==> config.mk <==
export PLATFORM = sky130hd
export DESIGN_NAME = moi_ctrl
export DESIGN_NICKNAME = d
export VERILOG_FILES = /design/src/rtl/core/mecanum_odometry_integrator_defines.svh /design/src/rtl/core/moi_pkg.sv /design/src/rtl/core/moi_ctrl.sv
export SDC_FILE = /design/constraint.sdc
export NUM_CORES = 1
export LEC_CHECK = 0
export ABC_CLOCK_PERIOD_IN_PS = 3900
export BUFFER_PORTS_ARGS = -buffer_cell sky130_fd_sc_hd__buf_4
export CORE_UTILIZATION = 50
export DETAILED_ROUTE_END_ITERATION = 16
export GPL_ROUTABILITY_DRIVEN = 0
export HOLD_SLACK_MARGIN = 0.1
export PLACE_DENSITY_LB_ADDON = 0.05
export SYNTH_ARGS = -nofsm -noshare
export SYNTH_HDL_FRONTEND = slang
export SYNTH_SLANG_ARGS = --single-unit
==> constraint.sdc <==
create_clock -name clock -period 3.9 [get_ports clock]
set_clock_uncertainty 0.15 [all_clocks]
set_input_delay 0.39 -clock clock [delete_from_list [all_inputs] [get_ports clock]]
set_output_delay 0.39 -clock clock [all_outputs]
set_load 0.03 [all_outputs]
==> src/rtl/core/mecanum_odometry_integrator_defines.svh <==
// Assertion macros shared by the odometry integrator RTL.
`ifndef MECANUM_ODOMETRY_INTEGRATOR_DEFINES_SVH
`define MECANUM_ODOMETRY_INTEGRATOR_DEFINES_SVH
`ifndef SYNTHESIS
// same-cycle implication
`define MOI_ASSERT_IMPLY(label, clk, rst, ante, cons, msg) \
   label: assert property (@(posedge clk) disable iff (rst) (ante) |-> (cons)) \
      else $error(msg);
// next-cycle implication
`define MOI_ASSERT_NEXT(label, clk, rst, ante, cons, msg) \
   label: assert property (@(posedge clk) disable iff (rst) (ante) |=> (cons)) \
      else $error(msg);
`else
`define MOI_ASSERT_IMPLY(label, clk, rst, ante, cons, msg)
`define MOI_ASSERT_NEXT(label, clk, rst, ante, cons, msg)
`endif
`endif

==> src/rtl/core/moi_pkg.sv <==
// Shared types and constants of the mecanum odometry integrator.
`timescale 1ns / 1ps
`default_nettype none
package moi_pkg;

   // CORDIC iteration count (8 to 24) and its counter width
   localparam int CORDIC_STEPS = 16;
   localparam int ITER_W = 5;

   // divider operand widths
   localparam int DIVIDEND_W = 50;
   localparam int DIVISOR_W = 20;

   // numeric constants
   localparam logic [29:0] INV_GAIN_Q30 = 30'd652032874;
   localparam logic [32:0] TWO_PI_Q30 = 33'd6746518852;
   localparam logic [29:0] BAM_PER_RAD_Q16 = 30'd683565276;

   localparam logic [29:0] ATAN_Q30 [24] = '{
      30'd843314857, 30'd497837829, 30'd263043837, 30'd133525159, 30'd67021687,
      30'd33543516, 30'd16775851, 30'd8388437, 30'd4194283, 30'd2097149,
      30'd1048576, 30'd524288, 30'd262144, 30'd131072, 30'd65536, 30'd32768,
      30'd16384, 30'd8192, 30'd4096, 30'd2048, 30'd1024, 30'd512, 30'd256, 30'd128
   };

   // slot numbers of the angle advance loop
   localparam logic [2:0] WHEEL_LAST = 3'd3;
   localparam logic [2:0] YAW_SLOT = 3'd4;

   // configuration register indexes
   localparam logic REG_WHEEL_RADIUS = 1'b0;
   localparam logic REG_OFFSET_SUM = 1'b1;

   typedef enum logic [5:0] {
      DP_NOP, DP_LOAD, DP_MUL_CW, DP_SCALE_W, DP_DIV_WHEEL, DP_SAVE_WHEEL,
      DP_MUL_VX, DP_SAVE_VX, DP_MUL_VY, DP_SAVE_VY, DP_MUL_WZ, DP_DIV_WZ,
      DP_SAVE_WZ, DP_MUL_DX, DP_SAVE_DX, DP_MUL_DY, DP_SAVE_DY, DP_MUL_Z,
      DP_SAVE_Z, DP_CORDIC_STEP, DP_CORDIC_FIX, DP_MUL_XC, DP_MUL_YS,
      DP_MUL_XS, DP_MUL_YC, DP_ACC_SET, DP_ACC_SUB, DP_ACC_ADD, DP_POS_X,
      DP_POS_Y, DP_MUL_RATE, DP_SAVE_RAD, DP_MUL_BAM, DP_APPLY, DP_PUBLISH
   } dp_op_type;

   typedef enum logic [5:0] {
      ST_IDLE, ST_V_MUL, ST_V_SCALE, ST_V_DIV, ST_V_WAIT, ST_V_SAVE,
      ST_T_MUL_VX, ST_T_SAVE_VX, ST_T_MUL_VY, ST_T_SAVE_VY, ST_T_MUL_WZ,
      ST_T_DIV_WZ, ST_T_WAIT_WZ, ST_T_SAVE_WZ, ST_T_MUL_DX, ST_T_SAVE_DX,
      ST_T_MUL_DY, ST_T_SAVE_DY, ST_T_MUL_Z, ST_T_SAVE_Z, ST_T_CORDIC,
      ST_T_CORDIC_FIX, ST_T_MUL_XC, ST_T_ACC_XC, ST_T_MUL_YS, ST_T_ACC_YS,
      ST_T_POS_X, ST_T_MUL_XS, ST_T_ACC_XS, ST_T_MUL_YC, ST_T_ACC_YC,
      ST_T_POS_Y, ST_A_MUL_RATE, ST_A_SAVE_RAD, ST_A_MUL_BAM, ST_A_APPLY,
      ST_T_PUBLISH
   } ctrl_state_type;

   typedef struct packed {
      dp_op_type op;
      logic [2:0] idx;
   } ctrl_cmd_type;

   typedef struct packed {
      logic div_done;
      logic cordic_last;
      logic out_free;
   } dp_status_type;

endpackage
`default_nettype wire

==> src/rtl/core/moi_ctrl.sv <==
// Sequencer that steps the datapath through velocity and tick requests.
`timescale 1ns / 1ps
`default_nettype none
module moi_ctrl (
   input  wire logic clock,
   input  wire logic reset,
   input  wire logic req_valid,
   input  wire logic req_op,
   output logic req_stall,
   input  wire moi_pkg::dp_status_type status,
   output moi_pkg::ctrl_cmd_type cmd
);
   moi_pkg::ctrl_state_type state_ff, state_in;
   logic [2:0] idx_ff, idx_in;

   always_ff @(posedge clock) begin
      if (reset) begin
         state_ff <= moi_pkg::ST_IDLE;
         idx_ff <= '0;
      end else begin
         state_ff <= state_in;
         idx_ff <= idx_in;
      end
   end

   // next state and datapath command
   always_comb begin
      state_in = state_ff;
      idx_in = idx_ff;
      cmd.op = moi_pkg::DP_NOP;
      cmd.idx = idx_ff;
      case (state_ff)
         moi_pkg::ST_IDLE: begin
            if (req_valid) begin
               cmd.op = moi_pkg::DP_LOAD;
               idx_in = '0;
               state_in = req_op ? moi_pkg::ST_T_MUL_VX : moi_pkg::ST_V_MUL;
            end
         end
         // velocity request: inverse kinematics, one division per wheel
         moi_pkg::ST_V_MUL: begin
            cmd.op = moi_pkg::DP_MUL_CW;
            state_in = moi_pkg::ST_V_SCALE;
         end
         moi_pkg::ST_V_SCALE: begin
            cmd.op = moi_pkg::DP_SCALE_W;
            state_in = moi_pkg::ST_V_DIV;
         end
         moi_pkg::ST_V_DIV: begin
            cmd.op = moi_pkg::DP_DIV_WHEEL;
            state_in = moi_pkg::ST_V_WAIT;
         end
         moi_pkg::ST_V_WAIT: if (status.div_done) state_in = moi_pkg::ST_V_SAVE;
         moi_pkg::ST_V_SAVE: begin
            cmd.op = moi_pkg::DP_SAVE_WHEEL;
            if (idx_ff == moi_pkg::WHEEL_LAST) begin
               state_in = moi_pkg::ST_IDLE;
            end else begin
               idx_in = idx_ff + 3'd1;
               state_in = moi_pkg::ST_V_DIV;
            end
         end
         // tick request: body velocities
         moi_pkg::ST_T_MUL_VX: begin
            cmd.op = moi_pkg::DP_MUL_VX;
            state_in = moi_pkg::ST_T_SAVE_VX;
         end
         moi_pkg::ST_T_SAVE_VX: begin
            cmd.op = moi_pkg::DP_SAVE_VX;
            state_in = moi_pkg::ST_T_MUL_VY;
         end
         moi_pkg::ST_T_MUL_VY: begin
            cmd.op = moi_pkg::DP_MUL_VY;
            state_in = moi_pkg::ST_T_SAVE_VY;
         end
         moi_pkg::ST_T_SAVE_VY: begin
            cmd.op = moi_pkg::DP_SAVE_VY;
            state_in = moi_pkg::ST_T_MUL_WZ;
         end
         moi_pkg::ST_T_MUL_WZ: begin
            cmd.op = moi_pkg::DP_MUL_WZ;
            state_in = moi_pkg::ST_T_DIV_WZ;
         end
         moi_pkg::ST_T_DIV_WZ: begin
            cmd.op = moi_pkg::DP_DIV_WZ;
            state_in = moi_pkg::ST_T_WAIT_WZ;
         end
         moi_pkg::ST_T_WAIT_WZ: if (status.div_done) state_in = moi_pkg::ST_T_SAVE_WZ;
         moi_pkg::ST_T_SAVE_WZ: begin
            cmd.op = moi_pkg::DP_SAVE_WZ;
            state_in = moi_pkg::ST_T_MUL_DX;
         end
         // displacement over the interval
         moi_pkg::ST_T_MUL_DX: begin
            cmd.op = moi_pkg::DP_MUL_DX;
            state_in = moi_pkg::ST_T_SAVE_DX;
         end
         moi_pkg::ST_T_SAVE_DX: begin
            cmd.op = moi_pkg::DP_SAVE_DX;
            state_in = moi_pkg::ST_T_MUL_DY;
         end
         moi_pkg::ST_T_MUL_DY: begin
            cmd.op = moi_pkg::DP_MUL_DY;
            state_in = moi_pkg::ST_T_SAVE_DY;
         end
         moi_pkg::ST_T_SAVE_DY: begin
            cmd.op = moi_pkg::DP_SAVE_DY;
            state_in = moi_pkg::ST_T_MUL_Z;
         end
         // sine and cosine of the heading
         moi_pkg::ST_T_MUL_Z: begin
            cmd.op = moi_pkg::DP_MUL_Z;
            state_in = moi_pkg::ST_T_SAVE_Z;
         end
         moi_pkg::ST_T_SAVE_Z: begin
            cmd.op = moi_pkg::DP_SAVE_Z;
            state_in = moi_pkg::ST_T_CORDIC;
         end
         moi_pkg::ST_T_CORDIC: begin
            cmd.op = moi_pkg::DP_CORDIC_STEP;
            if (status.cordic_last) state_in = moi_pkg::ST_T_CORDIC_FIX;
         end
         moi_pkg::ST_T_CORDIC_FIX: begin
            cmd.op = moi_pkg::DP_CORDIC_FIX;
            state_in = moi_pkg::ST_T_MUL_XC;
         end
         // rotate into the world frame and integrate
         moi_pkg::ST_T_MUL_XC: begin
            cmd.op = moi_pkg::DP_MUL_XC;
            state_in = moi_pkg::ST_T_ACC_XC;
         end
         moi_pkg::ST_T_ACC_XC: begin
            cmd.op = moi_pkg::DP_ACC_SET;
            state_in = moi_pkg::ST_T_MUL_YS;
         end
         moi_pkg::ST_T_MUL_YS: begin
            cmd.op = moi_pkg::DP_MUL_YS;
            state_in = moi_pkg::ST_T_ACC_YS;
         end
         moi_pkg::ST_T_ACC_YS: begin
            cmd.op = moi_pkg::DP_ACC_SUB;
            state_in = moi_pkg::ST_T_POS_X;
         end
         moi_pkg::ST_T_POS_X: begin
            cmd.op = moi_pkg::DP_POS_X;
            state_in = moi_pkg::ST_T_MUL_XS;
         end
         moi_pkg::ST_T_MUL_XS: begin
            cmd.op = moi_pkg::DP_MUL_XS;
            state_in = moi_pkg::ST_T_ACC_XS;
         end
         moi_pkg::ST_T_ACC_XS: begin
            cmd.op = moi_pkg::DP_ACC_SET;
            state_in = moi_pkg::ST_T_MUL_YC;
         end
         moi_pkg::ST_T_MUL_YC: begin
            cmd.op = moi_pkg::DP_MUL_YC;
            state_in = moi_pkg::ST_T_ACC_YC;
         end
         moi_pkg::ST_T_ACC_YC: begin
            cmd.op = moi_pkg::DP_ACC_ADD;
            state_in = moi_pkg::ST_T_POS_Y;
         end
         moi_pkg::ST_T_POS_Y: begin
            cmd.op = moi_pkg::DP_POS_Y;
            idx_in = moi_pkg::YAW_SLOT;
            state_in = moi_pkg::ST_A_MUL_RATE;
         end
         // angle advance: heading first, then the four wheels
         moi_pkg::ST_A_MUL_RATE: begin
            cmd.op = moi_pkg::DP_MUL_RATE;
            state_in = moi_pkg::ST_A_SAVE_RAD;
         end
         moi_pkg::ST_A_SAVE_RAD: begin
            cmd.op = moi_pkg::DP_SAVE_RAD;
            state_in = moi_pkg::ST_A_MUL_BAM;
         end
         moi_pkg::ST_A_MUL_BAM: begin
            cmd.op = moi_pkg::DP_MUL_BAM;
            state_in = moi_pkg::ST_A_APPLY;
         end
         moi_pkg::ST_A_APPLY: begin
            cmd.op = moi_pkg::DP_APPLY;
            if (idx_ff == moi_pkg::YAW_SLOT) begin
               state_in = moi_pkg::ST_T_PUBLISH;
            end else if (idx_ff == moi_pkg::WHEEL_LAST) begin
               state_in = moi_pkg::ST_IDLE;
            end else begin
               idx_in = idx_ff + 3'd1;
               state_in = moi_pkg::ST_A_MUL_RATE;
            end
         end
         // result carries wheel angles from before this tick
         moi_pkg::ST_T_PUBLISH: begin
            if (status.out_free) begin
               cmd.op = moi_pkg::DP_PUBLISH;
               idx_in = '0;
               state_in = moi_pkg::ST_A_MUL_RATE;
            end
         end
         default: state_in = moi_pkg::ST_IDLE;
      endcase
   end

   assign req_stall = (state_ff != moi_pkg::ST_IDLE);
endmodule
`default_nettype wire

==> results.yml <==
pwr:
  p_per_area_nw_per_um2: 476.2
  peakVddDrop_mv: 0.3312
  leakage_nw: 0.4559
global_routing:
  grt-ovfl-total: 0
  grt_pass1_wl_mm: 5.209
  grt_usage_pct: 26.49
  grt_pass1_vias: 1103
  antenna_found_initial: 0
  grt_max_degree: 35
placement:
  dp.cells: 198
  port_buffers: 16
  dp_hpwl_mm: 2.078
  place_area_um2: 1271
worst_hold_path:
  hold_class: "in -> reg"
synth:
  ys_types: 55
  yosysTopAreaCellShare_pct: 15.25
  synth_enable_flop_cells: 0
  yosys_warnings: 0
  syn_area_um2: 1181
  postSynthCellCount: 170
  async_reset_ff_share_pct: 0
  syn_avg_cell_area_um2: 6.948
  ys_seq_elements: 9
  synth.largest_area_cell: "dfxtp_1"
  yosysSeqAreaShare_pct: 15.25
  synthFlopType: "dfxtp_1"
  syn_nets: 180
  synthTopCellsByArea: "dfxtp_1 (15%), a21oi_1 (5.5%), nand2_1 (4.4%)"
clock_network:
  cts_tree: "built"
  cts_made_buffers: 3
  cts_setup_buffers: 0
  clkLatencyLatePin_ns: 0.27
  cts-resized-gates: 0
  cts.sinks: 9
  cts-root-buf: "clkbuf_4"
  clockBufferDepth: 2
  ctsHoldBuffers: 0
  clk_pin_slew_worst_paths_ns: 0.06
  cts_max_level: 1
sta:
  slew_headroom_pct: 28.02
  drv_slew: 0
  tightestPinTransition_ns: 1.078
  setup_viol: 0
  period_minus_slack_ns: 2.936
  grt_setup_unrepaired: "false"
  finalHoldWorstSlack_ns: 0.2048
  hold_viol_final: 0
  tns_ns: 0
  finalCritPeriodShare_pct: 75.29
  timing.fmax_mhz: 340.6
setup_path:
  cp.arrival_ns: 2.40
  cp_max_fo: 29
  required_ns: 3.36
  cp_top_family: "flip-flops"
  max_stage_delay_ns: 1.03
  crit_chain: "nand2b_1 -> mux2i_1 -> a21oi_1 -> o22a_1 -> o221ai_1 -> buf_4"
  critPathBufInv: 1
  slowest_stage: "dfxtp_1"
  end_kind: "output port"
  regToRegSetupSlack_ns: 1.20
  start_kind: "flip-flop"
  critPathKind: "reg -> out"
drt:
  dr.pass1.iters: 4
  wl_mm: 3.049
  first_iter_violations: 55
  avgViaCountPerCell: 6.327
  drc_errors: 0
  wl_per_cell_um: 15.09
  via_count: 1278
  antenna_left: 0
floorplanning:
  core_um2: 2212
  die_w_um: 50.61
  num_rows: 17
  die_h_um: 50.61
  start_util_pct: 53.39
  die_area_um2: 2561
  io-pin-count: 17
layout:
  layout-drive-gt1-share_pct: 16.09
  diodes: 0
  nFillCells: 233
  stdcell_count: 202
  finalInstanceArea_um2: 1297
  syn_to_final_growth_pct: 9.851
  layout.nets: 185
flow_run:
  drv_cap: 0
outcome:
  status: "finished, final reports clean"
## synthesized netlist by cell type, types with 2 or more instances
cell      number
nor2b_1        4
buf_1          4
or4_1          3
nand2_1       14
o21ai_0        7
o22ai_1        4
nor4_1         3
nor2_1        14
ha_1           3
a31oi_1        3
nand3_1        4
o21a_1         2
nand3b_1       5
nor2_2         2
dfxtp_1        9
xor2_1         2
inv_1          5
o211ai_1       2
nor3_1         7
buf_2          4
a32o_1         2
a21oi_1       13
nor4b_1        2
clkbuf_1       8
xnor2_1        4
o31ai_1        4
nand2b_1       4
mux2i_1        2
o21ai_1        2
and2_1         2
or2b_1         2
## kinds of logic (layout without fill, tap and decap cells)
group,after synthesis,count (layout),share of synthesized area (%)
buffers and inverters,24,28,8.368
AOI/OAI and AO/OA,51,51,31.36
DFF,9,9,15.25
adders and majority gates,3,3,3.178
muxes,2,2,1.695
and+or+nand+nor,75,75,35.70
xor gates and xnor gates,6,6,4.449
## where the power goes
part	total (W)	internal (W)	switching (W)	leakage, nW
clock	0.0000767	0.0000397	0.0000371	0.0150
combinational	0.000390	0.000162	0.000229	0.368
sequential	0.000151	0.000105	0.0000457	0.0733
## final timing paths
check                                  from        end  cells past startpoint
worst min register to register    idx_ff[1]  idx_ff[1]                      2
worst max register to register  state_ff[0]  idx_ff[0]                      5
worst min-delay path                  reset  idx_ff[2]                      2
worst max-delay path            state_ff[3]     cmd[4]                      6
## layer usage
metal  track usage [%]  share of wire [%]  vias up  wire length, um
met2             37.33                 44       53             1332
met1             38.74                 48      579             1468
met3             6.970                6.0        8              182
met5                 0                  0        -                0
met4             7.407                2.2        0               66
li1                  -                  -      638                -
## per-stage QoR
step                      util [%]  setup slack [ns]  total power (W)
after floorplan                  -             1.341        0.0004514
after global placement       57.47             1.356        0.0005342
after detailed placement     57.47             1.229        0.0005405
after CTS                    58.65            0.9891        0.0006172
after global routing         58.65            0.7782        0.0006649
final                        58.65            0.9638        0.0006179
## registers in the layout, indices dropped and copies added (netlist names)
name / flops
idx_ff: 3
state_ff: 6
## area by class of cell
class	instances	area (um^2)	share of cell area, %
clock buffer	4	26.28	2.025
inverter	7	26.28	2.025
multi-input combinational	137	902.1	69.53
sequential	9	180.2	13.89
tap	28	35.03	2.700
timing repair buffer	17	127.6	9.836
## placed cells by master, fill, tap and decap left out, drive strengths merged, types with 5 or more instances in the layout
| cell type | instances |
|---|---|
| a21oi | 13 |
| buf | 17 |
| dfxtp | 9 |
| inv | 6 |
| nand2 | 14 |
| nand3b | 5 |
| nor2 | 16 |
| nor3 | 7 |
| o21ai | 9 |
No activity file was read; power rests on OpenSTA's default activity.
